===== src/rtl/pwd_pkg.sv =====
// Shared types and constants for the peer wire message deframer.
package pwd_pkg;

  // Parser phase.
  typedef enum logic [2:0] {
    PH_LEN     = 3'd0,
    PH_TYPE    = 3'd1,
    PH_FIELDS  = 3'd2,
    PH_DATA    = 3'd3,
    PH_DISCARD = 3'd4
  } phase_e;

  // Result kind.
  typedef enum logic [1:0] {
    KIND_HEADER    = 2'd0,
    KIND_DATA      = 2'd1,
    KIND_KEEPALIVE = 2'd2,
    KIND_ERROR     = 2'd3
  } kind_e;

  // Error code carried by an error result.
  typedef enum logic [1:0] {
    ERR_NONE        = 2'd0,
    ERR_HAVE_LEN    = 2'd1,
    ERR_REQ_LEN     = 2'd2,
    ERR_PIECE_SHORT = 2'd3
  } err_e;

  // Message type codes.
  localparam logic [7:0] TYPE_CHOKE          = 8'd0;
  localparam logic [7:0] TYPE_UNCHOKE        = 8'd1;
  localparam logic [7:0] TYPE_INTERESTED     = 8'd2;
  localparam logic [7:0] TYPE_NOT_INTERESTED = 8'd3;
  localparam logic [7:0] TYPE_HAVE           = 8'd4;
  localparam logic [7:0] TYPE_BITFIELD       = 8'd5;
  localparam logic [7:0] TYPE_REQUEST        = 8'd6;
  localparam logic [7:0] TYPE_PIECE          = 8'd7;
  localparam logic [7:0] TYPE_CANCEL         = 8'd8;

  // Payload lengths and field byte counts.
  localparam logic [31:0] HAVE_LEN      = 32'd4;
  localparam logic [31:0] REQ_LEN       = 32'd12;
  localparam logic [31:0] PIECE_HDR_LEN = 32'd8;
  localparam logic [3:0]  LEN_BYTES     = 4'd4;

  // One result beat.
  typedef struct packed {
    kind_e       kind;
    logic [7:0]  msg_type;
    logic [31:0] part_index;
    logic [31:0] begin_offset;
    logic [31:0] span_length;
    logic [7:0]  data_byte;
    logic        last;
    err_e        error_code;
    logic        remote_choking;
    logic        remote_interest;
  } res_t;

endpackage


===== src/rtl/pwd_parser.sv =====
// Message parser state and per-byte next-state and result logic.
module pwd_parser (
  input  logic             clk_i,
  input  logic             rst_ni,
  input  logic             fire_i,
  input  logic [7:0]       rx_byte_i,
  output logic             res_valid_o,
  output pwd_pkg::res_t    res_o
);

  pwd_pkg::phase_e phase_q, phase_d;
  logic [3:0]      cnt_q, cnt_d;
  logic [31:0]     msg_len_q, msg_len_d;
  logic [31:0]     rem_q, rem_d;
  logic [7:0]      type_q, type_d;
  logic [31:0]     idx_q, idx_d;
  logic [31:0]     off_q, off_d;
  logic [31:0]     rlen_q, rlen_d;
  logic            choked_q, choked_d;
  logic            wants_q, wants_d;
  logic            halted_q, halted_d;

  always_comb begin
    logic [31:0]    len_shift;
    logic [3:0]     cnt_inc;
    logic [31:0]    rem_dec;
    logic [31:0]    target;
    logic           emit_hdr;
    logic           emit_err;
    logic           emit_ka;
    logic           emit_data;
    pwd_pkg::err_e  err_code;

    phase_d   = phase_q;
    cnt_d     = cnt_q;
    msg_len_d = msg_len_q;
    rem_d     = rem_q;
    type_d    = type_q;
    idx_d     = idx_q;
    off_d     = off_q;
    rlen_d    = rlen_q;
    choked_d  = choked_q;
    wants_d   = wants_q;
    halted_d  = halted_q;
    len_shift = {msg_len_q[23:0], rx_byte_i};
    cnt_inc   = cnt_q + 4'd1;
    rem_dec   = rem_q - 32'd1;
    emit_hdr  = 1'b0;
    emit_err  = 1'b0;
    emit_ka   = 1'b0;
    emit_data = 1'b0;
    err_code  = pwd_pkg::ERR_NONE;

    if (type_q == pwd_pkg::TYPE_HAVE) begin
      target = pwd_pkg::HAVE_LEN;
    end else if (type_q == pwd_pkg::TYPE_PIECE) begin
      target = pwd_pkg::PIECE_HDR_LEN;
    end else begin
      target = pwd_pkg::REQ_LEN;
    end

    if (fire_i && !halted_q) begin
      unique case (phase_q)
        pwd_pkg::PH_LEN: begin
          msg_len_d = len_shift;
          if (cnt_inc < pwd_pkg::LEN_BYTES) begin
            cnt_d = cnt_inc;
          end else begin
            cnt_d = 4'd0;
            if (len_shift == 32'd0) begin
              emit_ka = 1'b1;
            end else begin
              rem_d   = len_shift - 32'd1;
              phase_d = pwd_pkg::PH_TYPE;
            end
          end
        end
        pwd_pkg::PH_TYPE: begin
          type_d = rx_byte_i;
          idx_d  = '0;
          off_d  = '0;
          rlen_d = '0;
          cnt_d  = 4'd0;
          case (rx_byte_i) inside
            pwd_pkg::TYPE_HAVE: begin
              if (rem_q != pwd_pkg::HAVE_LEN) begin
                emit_err = 1'b1;
                err_code = pwd_pkg::ERR_HAVE_LEN;
              end else begin
                phase_d = pwd_pkg::PH_FIELDS;
              end
            end
            pwd_pkg::TYPE_REQUEST, pwd_pkg::TYPE_CANCEL: begin
              if (rem_q != pwd_pkg::REQ_LEN) begin
                emit_err = 1'b1;
                err_code = pwd_pkg::ERR_REQ_LEN;
              end else begin
                phase_d = pwd_pkg::PH_FIELDS;
              end
            end
            pwd_pkg::TYPE_PIECE: begin
              if (rem_q < pwd_pkg::PIECE_HDR_LEN) begin
                emit_err = 1'b1;
                err_code = pwd_pkg::ERR_PIECE_SHORT;
              end else begin
                phase_d = pwd_pkg::PH_FIELDS;
              end
            end
            pwd_pkg::TYPE_BITFIELD: begin
              rlen_d   = rem_q;
              emit_hdr = 1'b1;
              phase_d  = (rem_q != 32'd0) ? pwd_pkg::PH_DATA : pwd_pkg::PH_LEN;
            end
            default: begin
              // Flag messages and unknown types: header now, payload dropped.
              if (rx_byte_i == pwd_pkg::TYPE_CHOKE) choked_d = 1'b1;
              if (rx_byte_i == pwd_pkg::TYPE_UNCHOKE) choked_d = 1'b0;
              if (rx_byte_i == pwd_pkg::TYPE_INTERESTED) wants_d = 1'b1;
              if (rx_byte_i == pwd_pkg::TYPE_NOT_INTERESTED) wants_d = 1'b0;
              emit_hdr = 1'b1;
              phase_d  = (rem_q != 32'd0) ? pwd_pkg::PH_DISCARD : pwd_pkg::PH_LEN;
            end
          endcase
          if (emit_err) begin
            halted_d = 1'b1;
          end
        end
        pwd_pkg::PH_FIELDS: begin
          if (cnt_q < 4'd4) begin
            idx_d = {idx_q[23:0], rx_byte_i};
          end else if (cnt_q < 4'd8) begin
            off_d = {off_q[23:0], rx_byte_i};
          end else begin
            rlen_d = {rlen_q[23:0], rx_byte_i};
          end
          cnt_d = cnt_inc;
          rem_d = rem_dec;
          if ({28'd0, cnt_inc} >= target) begin
            cnt_d    = 4'd0;
            emit_hdr = 1'b1;
            if (type_q == pwd_pkg::TYPE_PIECE) begin
              rlen_d  = rem_dec;
              phase_d = (rem_dec != 32'd0) ? pwd_pkg::PH_DATA : pwd_pkg::PH_LEN;
            end else begin
              phase_d = pwd_pkg::PH_LEN;
            end
          end
        end
        pwd_pkg::PH_DATA: begin
          rem_d     = rem_dec;
          emit_data = 1'b1;
          if (rem_dec == 32'd0) phase_d = pwd_pkg::PH_LEN;
        end
        pwd_pkg::PH_DISCARD: begin
          rem_d = rem_dec;
          if (rem_dec == 32'd0) phase_d = pwd_pkg::PH_LEN;
        end
        default: begin
          phase_d = pwd_pkg::PH_LEN;
          cnt_d   = 4'd0;
        end
      endcase
    end

    res_o                 = '0;
    res_o.kind            = pwd_pkg::KIND_HEADER;
    res_o.error_code      = pwd_pkg::ERR_NONE;
    if (emit_hdr || emit_data) begin
      res_o.kind         = emit_data ? pwd_pkg::KIND_DATA : pwd_pkg::KIND_HEADER;
      res_o.msg_type     = type_d;
      res_o.part_index   = idx_d;
      res_o.begin_offset = off_d;
      res_o.span_length  = rlen_d;
      res_o.data_byte    = emit_data ? rx_byte_i : 8'd0;
      res_o.last         = emit_data && (rem_dec == 32'd0);
    end else if (emit_err) begin
      res_o.kind       = pwd_pkg::KIND_ERROR;
      res_o.msg_type   = type_d;
      res_o.error_code = err_code;
    end else if (emit_ka) begin
      res_o.kind = pwd_pkg::KIND_KEEPALIVE;
    end
    res_o.remote_choking  = choked_d;
    res_o.remote_interest = wants_d;
    res_valid_o = emit_hdr || emit_data || emit_err || emit_ka;
  end

  always_ff @(posedge clk_i or negedge rst_ni) begin
    if (!rst_ni) begin
      phase_q   <= pwd_pkg::PH_LEN;
      cnt_q     <= 4'd0;
      msg_len_q <= '0;
      rem_q     <= '0;
      type_q    <= '0;
      idx_q     <= '0;
      off_q     <= '0;
      rlen_q    <= '0;
      choked_q  <= 1'b1;
      wants_q   <= 1'b0;
      halted_q  <= 1'b0;
    end else begin
      phase_q   <= phase_d;
      cnt_q     <= cnt_d;
      msg_len_q <= msg_len_d;
      rem_q     <= rem_d;
      type_q    <= type_d;
      idx_q     <= idx_d;
      off_q     <= off_d;
      rlen_q    <= rlen_d;
      choked_q  <= choked_d;
      wants_q   <= wants_d;
      halted_q  <= halted_d;
    end
  end

endmodule


===== src/rtl/peer_wire_message_deframer.sv =====
// Top level of the peer wire message deframer: input register, parser, result register.
//
//   Channel  Direction  Handshake                 Payload
//   input    in         in_valid_i / in_stall_o   rx_byte_i
//   output   out        out_valid_o / out_stall_i kind_o .. remote_interest_o
//
// Each byte beat is captured in an input register and parsed from there; any result
// lands in the output register at the edge on which the parser takes that byte, so
// a result passes through both registers. One byte is taken every cycle as long as
// the output side keeps draining; the parser state update is the loop that sets
// this rate. A stalled result beat holds the output register, which in turn holds
// the input register and raises in_stall_o while a byte waits there.
// Reset puts the parser in the length phase with the peer choking flag set;
// after a length error the block swallows every byte until the next reset.
module peer_wire_message_deframer (
  input  logic        clk_i,
  input  logic        rst_ni,
  input  logic        in_valid_i,
  output logic        in_stall_o,
  input  logic [7:0]  rx_byte_i,
  output logic        out_valid_o,
  input  logic        out_stall_i,
  output logic [1:0]  kind_o,
  output logic [7:0]  msg_type_o,
  output logic [31:0] part_index_o,
  output logic [31:0] begin_offset_o,
  output logic [31:0] span_length_o,
  output logic [7:0]  data_byte_o,
  output logic        last_o,
  output logic [1:0]  error_code_o,
  output logic        remote_choking_o,
  output logic        remote_interest_o
);

  // Input register holding the byte beat waiting to be parsed.
  logic          in_valid_q;
  logic [7:0]    rx_byte_q;

  // Output register holding the result beat offered downstream.
  logic          out_valid_q;
  pwd_pkg::res_t res_q;

  // Parser outputs for the byte in the input register.
  logic          res_valid;
  pwd_pkg::res_t res;

  logic          advance;
  logic          fire;

  // The output register can take a new value when it is empty or being drained.
  assign advance    = !out_valid_q || !out_stall_i;
  assign fire       = in_valid_q && advance;
  assign in_stall_o = in_valid_q && !advance;

  always_ff @(posedge clk_i or negedge rst_ni) begin
    if (!rst_ni) begin
      in_valid_q <= 1'b0;
    end else if (!in_stall_o) begin
      in_valid_q <= in_valid_i;
    end
  end

  always_ff @(posedge clk_i) begin
    if (in_valid_i && !in_stall_o) begin
      rx_byte_q <= rx_byte_i;
    end
  end

  pwd_parser u_parser (
    .clk_i       (clk_i),
    .rst_ni      (rst_ni),
    .fire_i      (fire),
    .rx_byte_i   (rx_byte_q),
    .res_valid_o (res_valid),
    .res_o       (res)
  );

  always_ff @(posedge clk_i or negedge rst_ni) begin
    if (!rst_ni) begin
      out_valid_q <= 1'b0;
    end else if (advance) begin
      out_valid_q <= fire && res_valid;
    end
  end

  always_ff @(posedge clk_i) begin
    if (advance && fire && res_valid) begin
      res_q <= res;
    end
  end

  assign out_valid_o       = out_valid_q;
  assign kind_o            = res_q.kind;
  assign msg_type_o        = res_q.msg_type;
  assign part_index_o      = res_q.part_index;
  assign begin_offset_o    = res_q.begin_offset;
  assign span_length_o     = res_q.span_length;
  assign data_byte_o       = res_q.data_byte;
  assign last_o            = res_q.last;
  assign error_code_o      = res_q.error_code;
  assign remote_choking_o  = res_q.remote_choking;
  assign remote_interest_o = res_q.remote_interest;

endmodule


===== config.mk =====
export PLATFORM = sky130hd
export DESIGN_NAME = peer_wire_message_deframer
export DESIGN_NICKNAME = d
export VERILOG_FILES = /design/src/rtl/pwd_pkg.sv /design/src/rtl/pwd_parser.sv /design/src/rtl/peer_wire_message_deframer.sv
export SDC_FILE = /design/constraint.sdc
export NUM_CORES = 1
export LEC_CHECK = 0
export ABC_CLOCK_PERIOD_IN_PS = 9700
export BUFFER_PORTS_ARGS = -buffer_cell sky130_fd_sc_hd__buf_4
export CAP_MARGIN = 40
export CORE_UTILIZATION = 54
export DETAILED_ROUTE_END_ITERATION = 16
export PLACE_DENSITY = 0.76
export SYNTH_ARGS = -nofsm -noshare
export SYNTH_HDL_FRONTEND = slang
export SYNTH_HIERARCHICAL = 1
export SYNTH_SLANG_ARGS = --single-unit
export TNS_END_PERCENT = 10

===== constraint.sdc =====
create_clock -name clk_i -period 9.7 [get_ports clk_i]
set_input_delay 0.97 -clock clk_i [delete_from_list [all_inputs] [get_ports clk_i]]
set_output_delay 0.97 -clock clk_i [all_outputs]
set_load 0.005 [all_outputs]

# After elaboration in Yosys (flattened, before gate mapping)
# Index checks and enable logic that the tools add are counted.
[totals]
inputBits = 12
register_bits = 299
[op_classes]
add_sub_neg = 3
n_lt_le_gt_ge = 5
n_eq_ne = 23
muxes = 92
reduce_logical = 34
n_bitwise = 4
[op_table]
columns = ["operator", "n"]
rows = [
  ["2-to-1 mux 32 bit", 16],
  ["one-hot mux 32 bit (2 select lines)", 4],
  ["zero test 32 bit", 2],
  ["nonzero test 32 bit", 2],
  ["subtractor 32 x 1 -> 32 bit, second input constant", 2],
  ["== test 8 x 3 -> 1 bit, second input constant", 6],
  ["2-to-1 mux 3 bit", 14],
  ["2-to-1 mux 1 bit", 39],
  ["< comparator 32 x 4 -> 1 bit, second input constant", 1],
  ["!= test 32 x 3 -> 1 bit, second input constant", 1],
  ["!= test 32 x 4 -> 1 bit, second input constant", 1],
  ["2-to-1 mux 8 bit", 3],
  ["2-to-1 mux 2 bit", 9],
  ["== test 8 x 2 -> 1 bit, second input constant", 2],
  ["2-to-1 mux 4 bit", 3],
  ["one-hot mux 3 bit (4 select lines)", 1],
  ["one-hot mux 4 bit (3 select lines)", 1],
  ["2-to-1 mux 10 bit", 1],
  ["== test 8 x 1 -> 1 bit, second input constant", 1],
  ["== test 8 x 4 -> 1 bit, second input constant", 1],
  ["logical AND 1 bit", 8],
  ["zero test 8 bit", 1],
  ["< comparator 4 x 3 -> 1 bit, second input constant", 2],
  ["AND reduction 8 bit", 1],
  ["23 further kinds", 39],
]

# Logic depth before layout (Yosys ltp)
[logic_depth]
ltp_word = 12
depth_mapped = 14

# Cells and area by module
# The synthesis kept the hierarchy.
[by_module_without_submodules]
columns = ["module", "instances", "cells_per_inst", "area_each_um2"]
rows = [
  ["pwd_parser", 1, 1158, 10324.9],
  ["peer_wire_message_deframer", 1, 138, 3912.5],
]

# Worst setup path before layout
# No wires, ideal clock.
[synth_path]
path_type = "register to register"
start = "register u_parser.type_q[3]"
end = "register res_q, in the netlist begin_offset_o[0] (enable)"
slack_ns = 0.536
n_path_buf = 1
t_required_ns = 9.063
synth_period_minus_slack_ns = 9.164
path_stages_with_launch = 13
arrival_ns = 8.527
cell_sequence = "dfrtp_1 or4b_2 nor4_1 inv_1 ha_1 a21bo_2 a21o_1 nand2_1 a211o_1 clkbuf_1 nand3_1 nand2_1 a21oi_1"
[synth_between]
elab_chain_len = 11
[synth_rtl]
columns = ["element", "line_no", "text"]
rows = [
  ["from (decl)", "pwd_parser.sv:15", "logic [7:0] type_q, type_d;"],
  ["from (signal assigned)", "pwd_parser.sv:206", "type_q <= type_d;"],
  ["== test 8 x 3 -> 1 bit", "pwd_parser.sv:56", "end else if (type_q == pwd_pkg::TYPE_PIECE) begin"],
  ["2-to-1 mux 3 bit", "pwd_parser.sv:56", ""],
  ["2-to-1 mux 4 bit (*)", "pwd_parser.sv:54", "if (type_q == pwd_pkg::TYPE_HAVE) begin"],
  ["greater-or-equal comparator 4 bit (*)", "pwd_parser.sv:138", "if ({28'd0, cnt_inc} >= target) begin"],
  ["2-to-1 mux 1 bit (*)", "pwd_parser.sv:138", ""],
  ["one-hot mux 1 bit (2 select lines) (*)", "pwd_parser.sv:63", "unique case (phase_q)"],
  ["2-to-1 mux 1 bit (*)", "pwd_parser.sv:62", "if (fire_i && !halted_q) begin"],
  ["logical OR 1 bit (*) (3 in a row)", "pwd_parser.sv:185", "res_valid_o = emit_hdr || emit_data || emit_err || emit_ka;"],
  ["named net res_valid", "peer_wire_message_deframer.sv:44", "logic res_valid;"],
  ["logical AND 1 bit (*)", "peer_wire_message_deframer.sv:87", "if (advance && fire && res_valid) begin"],
  ["to (signal assigned)", "peer_wire_message_deframer.sv:88", "res_q <= res;"],
  ["to (decl)", "peer_wire_message_deframer.sv:41", "pwd_pkg::res_t res_q;"],
]
# The timed path passes the listed nets; every way through them passes the cells marked *.
# A chain may end at the register's enable or synchronous reset.

# Worst setup path after layout
[layout_path]
start = "register u_parser.rem_q[7]"
end = "register res_q, in the netlist span_length_o[17] (enable)"
[layout_between]
elab_chain_len = 12
[layout_rtl]
columns = ["element", "line_no", "text"]
rows = [
  ["from (decl)", "pwd_parser.sv:14", "logic [31:0] rem_q, rem_d;"],
  ["from (signal assigned)", "pwd_parser.sv:205", "rem_q <= rem_d;"],
  ["< comparator 32 x 4 -> 1 bit", "pwd_parser.sv:102", "if (rem_q < pwd_pkg::PIECE_HDR_LEN) begin"],
  ["2-to-1 mux 1 bit", "pwd_parser.sv:102", ""],
  ["2-to-1 mux 1 bit (2 in a row)", "pwd_parser.sv:84", "case (rx_byte_i) inside"],
  ["2-to-1 mux 1 bit (*)", "pwd_parser.sv:84", ""],
  ["2-to-1 mux 1 bit (*)", "pwd_parser.sv:63", ""],
  ["2-to-1 mux 1 bit (*)", "pwd_parser.sv:62", ""],
  ["2-to-1 mux 1 bit (*)", "pwd_parser.sv:63", ""],
  ["2-to-1 mux 1 bit (*)", "pwd_parser.sv:62", ""],
  ["logical OR 1 bit (*) (2 in a row)", "pwd_parser.sv:185", ""],
  ["named net res_valid", "peer_wire_message_deframer.sv:44", ""],
  ["logical AND 1 bit (*)", "peer_wire_message_deframer.sv:87", ""],
]
# The timed path passes the listed nets; every way through them passes the cells marked *. The select of a mux whose other input is x is not followed.

==> impl_metrics.csv <==
group,metric,value,unit
synth,synth-seq-cells,299,
timing,setup_viol,0,
layout,final_cells,1739,
power_and_ir_drop,power_frac_seq,0.466,
floorplanning,row_count,59,
timing,slew_headroom,0.3524,
drt,finalWirelength,35.16,mm
outcome,status,"completed",
layout,fin_area,16480,um2
timing,fmax,208.6,MHz
global_route,grt_pass1_vias,9642,
clock_tree,tritoncts,"yes",
floorplanning,initial_core_util,0.5479,
floorplanning,die_w,164.4,um
layout,area_delta_synth_final,15.77,%
layout,n_antenna_cell,0,
global_route,grt_max_degree,77,
global_route,grt_pass1_wl,54.97,mm
synth,synth.top_cells.by_area,"dfrtp_1 (30%), edfxtp_1 (27%), a22o_1 (4.0%)",
power_and_ir_drop,p_sw,1.273,mW
clock_tree,cts_root_buffer,"clkbuf_16",
synth,ys_seq_area_frac,0.5703,
power_and_ir_drop,switching_share,0.3415,
layout,drive_above_1_share,0.1781,
job,maxCapViolations,0,
timing,fin_skew,0.008609,ns
timing,final-hold-violation-count,0,
worst_setup_path,critical_path.startpoint_type,"flop",
worst_setup_path,critPathKind,"reg2reg",
timing,setup_slack,4.907,ns
synth,synthesis.nets,1318,
clock_tree,cts_buffer_depth,3,
worst_setup_path,critPathArrivalTime,5.02,ns
global_route,gr-total-overflow,0,
synth,netlist.area_leader.share,0.3006,
clock_tree,cts_buffers,29,
global_route,antenna_found_initial,0,
power_and_ir_drop,pwr-share-clk,0.297,
floorplanning,die_h,164.4,um
synth,ys_types,67,
floorplanning,pin_count,133,
synth,async_flop_share,0.5753,
power_and_ir_drop,leakage,6.345,nW
floorplanning,dieArea,27020,um2
layout,nFillCells,2076,
synth,syn_inst,1296,
layout,area.sequential,8120,um2
power_and_ir_drop,combPwrFrac,0.237,
drt,postRouteAntennaNets,0,
timing,max_slew.worst_pin.slew,0.9625,ns
clock_tree,htreeDepth,1,
timing,fin_crit_sh,0.4941,
place,portBuffers,132,
synth,synth-edff-count,127,
synth,syn_area,14240,um2
clock_tree,post_cts_buffers,0,
drt,drcViolationCount,0,
layout,layout.nets,1403,
place,place_ws,4.754,ns
drt,first_pass_iters,5,
timing,rsz0062_at_grt,"false",
power_and_ir_drop,vdd_drop_max,0.0001373,V
synth,yosysTopAreaCell,"dfrtp_1",
drt,dr_total_vias,10419,
place,place_inst,1684,
layout,postLayoutCoreUtil,0.6343,
clock_tree,clkLatencyLatePin,0.56,ns
timing,slew_violations,0,
synth,syn_area_per_cell,10.99,um2
timing,fin_setup_tns,0,ns
synth,yosys_warnings,6,
clock_tree,cts-resized-gates,0,
timing,whs,0.3114,ns
power_and_ir_drop,power.density,226.2,nW/um2
place,gp_congestion,0.9086,
worst_setup_path,required,9.92,ns
clock_tree,cts.reportedPaths.clkPinSlew,0.07,ns
synth,synth_ff_type,"dfrtp_1",
layout,multi_input_area,5663,um2
global_route,grtUsageTotal,0.2630,
clock_tree,cts_hold_buf,0,
place,placed_cell_area,15520,um2
clock_tree,cts.sinks,299,
place,dp_hpwl,23.91,mm
power_and_ir_drop,power.total,3.728,mW
worst_setup_path,cp-end-kind,"flop",
floorplanning,core,25980,um2
power_and_ir_drop,cellInternalPower,2.455,mW
drt,wl_per_cell,20.22,um
drt,drt-initial-drc-count,1016,
hold_path,worstHoldPathType,"in2async",
drt,vias_per_cell,5.991,
timing,timing.final.crit_period,4.793,ns
worst_setup_path,crit_fanout,69,
[registers in the layout (all words and copies together), names as in the netlist, 2 cells and up]
| name | flops |
|---|---|
| data_byte_o | 8 |
| error_code_o | 2 |
| u_parser/cnt_q | 4 |
| u_parser/type_q | 8 |
| begin_offset_o | 32 |
| u_parser/rlen_q | 32 |
| u_parser/phase_q | 3 |
| u_parser/idx_q | 32 |
| kind_o | 2 |
| span_length_o | 32 |
| u_parser/rem_q | 32 |
| msg_type_o | 8 |
| u_parser/msg_len_q | 24 |
| rx_byte_q | 8 |
| part_index_o | 32 |
| u_parser/off_q | 32 |
[worst paths after layout]
path | startpoint | to | slack (ns) | cells past startpoint
min reg2reg | u_parser/idx_q[30] | u_parser/idx_q[30] | 0.50 | 1
max | u_parser/rem_q[7] | span_length_o[17] | 4.91 | 12
max reg2reg | u_parser/rem_q[7] | span_length_o[17] | 4.91 | 12
min in group clk_i | u_parser/idx_q[30] | u_parser/idx_q[30] | 0.50 | 1
min | rst_ni | u_parser/rlen_q[26] | 0.31 | 1
max in group asynchronous | rst_ni | u_parser/idx_q[10] | 8.05 | 4
[synthesized netlist by cell type (all sizes together) (4+ instances only)]
| cell type | instances |
|---|---|
| a21boi | 9 |
| a21o | 4 |
| a21oi | 52 |
| a22o | 65 |
| a2bb2oi | 5 |
| a31oi | 5 |
| a32oi | 19 |
| and2 | 42 |
| buf | 16 |
| clkbuf | 85 |
| dfrtp | 171 |
| edfxtp | 127 |
| ha | 10 |
| inv | 21 |
| mux2 | 29 |
| mux2i | 32 |
| nand2 | 141 |
| nand2b | 6 |
| nand3 | 17 |
| nand4 | 15 |
| nor2 | 61 |
| nor2b | 68 |
| nor3 | 41 |
| nor3b | 6 |
| nor4 | 24 |
| o211ai | 5 |
| o21ai | 80 |
| o22a | 4 |
| o22ai | 7 |
| o31ai | 4 |
| or3 | 14 |
| or4 | 16 |
| xnor2 | 34 |
| xor2 | 22 |
[logic make-up after synthesis]
kind of cell | synth area share
adders and majority gates | 0.008788
and+or+nand+nor | 0.1745
buffers and inverters | 0.03515
DFF | 0.5703
muxes | 0.04543
xor gates and xnor gates | 0.03445
AOI/OAI and AO/OA | 0.1314
[area by class of cell]
cell class              instances  area share
flip-flops and latches        299      0.4927
inverters                      21    0.004782
clock inverters                17     0.01086
multi-input cells             875      0.3436
well taps                     335     0.02543
repair buffers                155     0.07682
clock buffers                  37     0.04585
[power by group through the flow]
stage	registers, mW	clock network (mW)	logic, mW
after floorplan	1.61	0	0.733
after global placement	1.74	0	0.833
after detailed placement	1.75	0	0.862
after CTS	1.73	1.13	0.868
after global routing	1.76	1.18	0.964
final	1.74	1.11	0.882
[placed cells by master, fill, tap and decap left out, types with 9 or more instances in the layout]
cell type / synthesis / final
nor4_1: 23 / 23
buf_4: 2 / 147
nor3_1: 41 / 41
xnor2_1: 34 / 34
nor2b_1: 68 / 68
clkbuf_16: 0 / 29
ha_1: 10 / 10
and2_1: 42 / 42
nor2_1: 61 / 60
inv_1: 21 / 21
edfxtp_1: 127 / 127
a21boi_0: 9 / 9
or3_1: 12 / 12
a22o_1: 65 / 65
a21oi_1: 51 / 49
nand4_1: 15 / 15
a32oi_1: 19 / 19
or4_1: 12 / 12
dfrtp_1: 171 / 170
nand3_1: 16 / 16
mux2i_1: 32 / 32
xor2_1: 22 / 22
nand2_1: 141 / 141
mux2_2: 29 / 29
o21ai_0: 79 / 79
[worst max-delay path, cell delays in order, from the launching register on]
cell and delay [ns]:
dfrtp_1 0.48, nor4_1 0.83, nand4_1 0.50, nor4_4 0.53
a21oi_2 0.07, nand2_1 0.11, nand3_1 0.34, nand3_1 0.19
nand2_1 0.12, a21oi_4 0.11, buf_4 0.49, buf_4 0.30
buf_16 0.30
[layer usage]
layer  part of all wire  GRT usage  up-vias
met1               0.47     0.4201     5064
met2               0.45     0.3822      424
met4              0.016    0.05796        0
met3              0.068    0.03315       46
met5                  0          0        -
li1                   -          -     4885
Power figures use the tool's default switching activity.
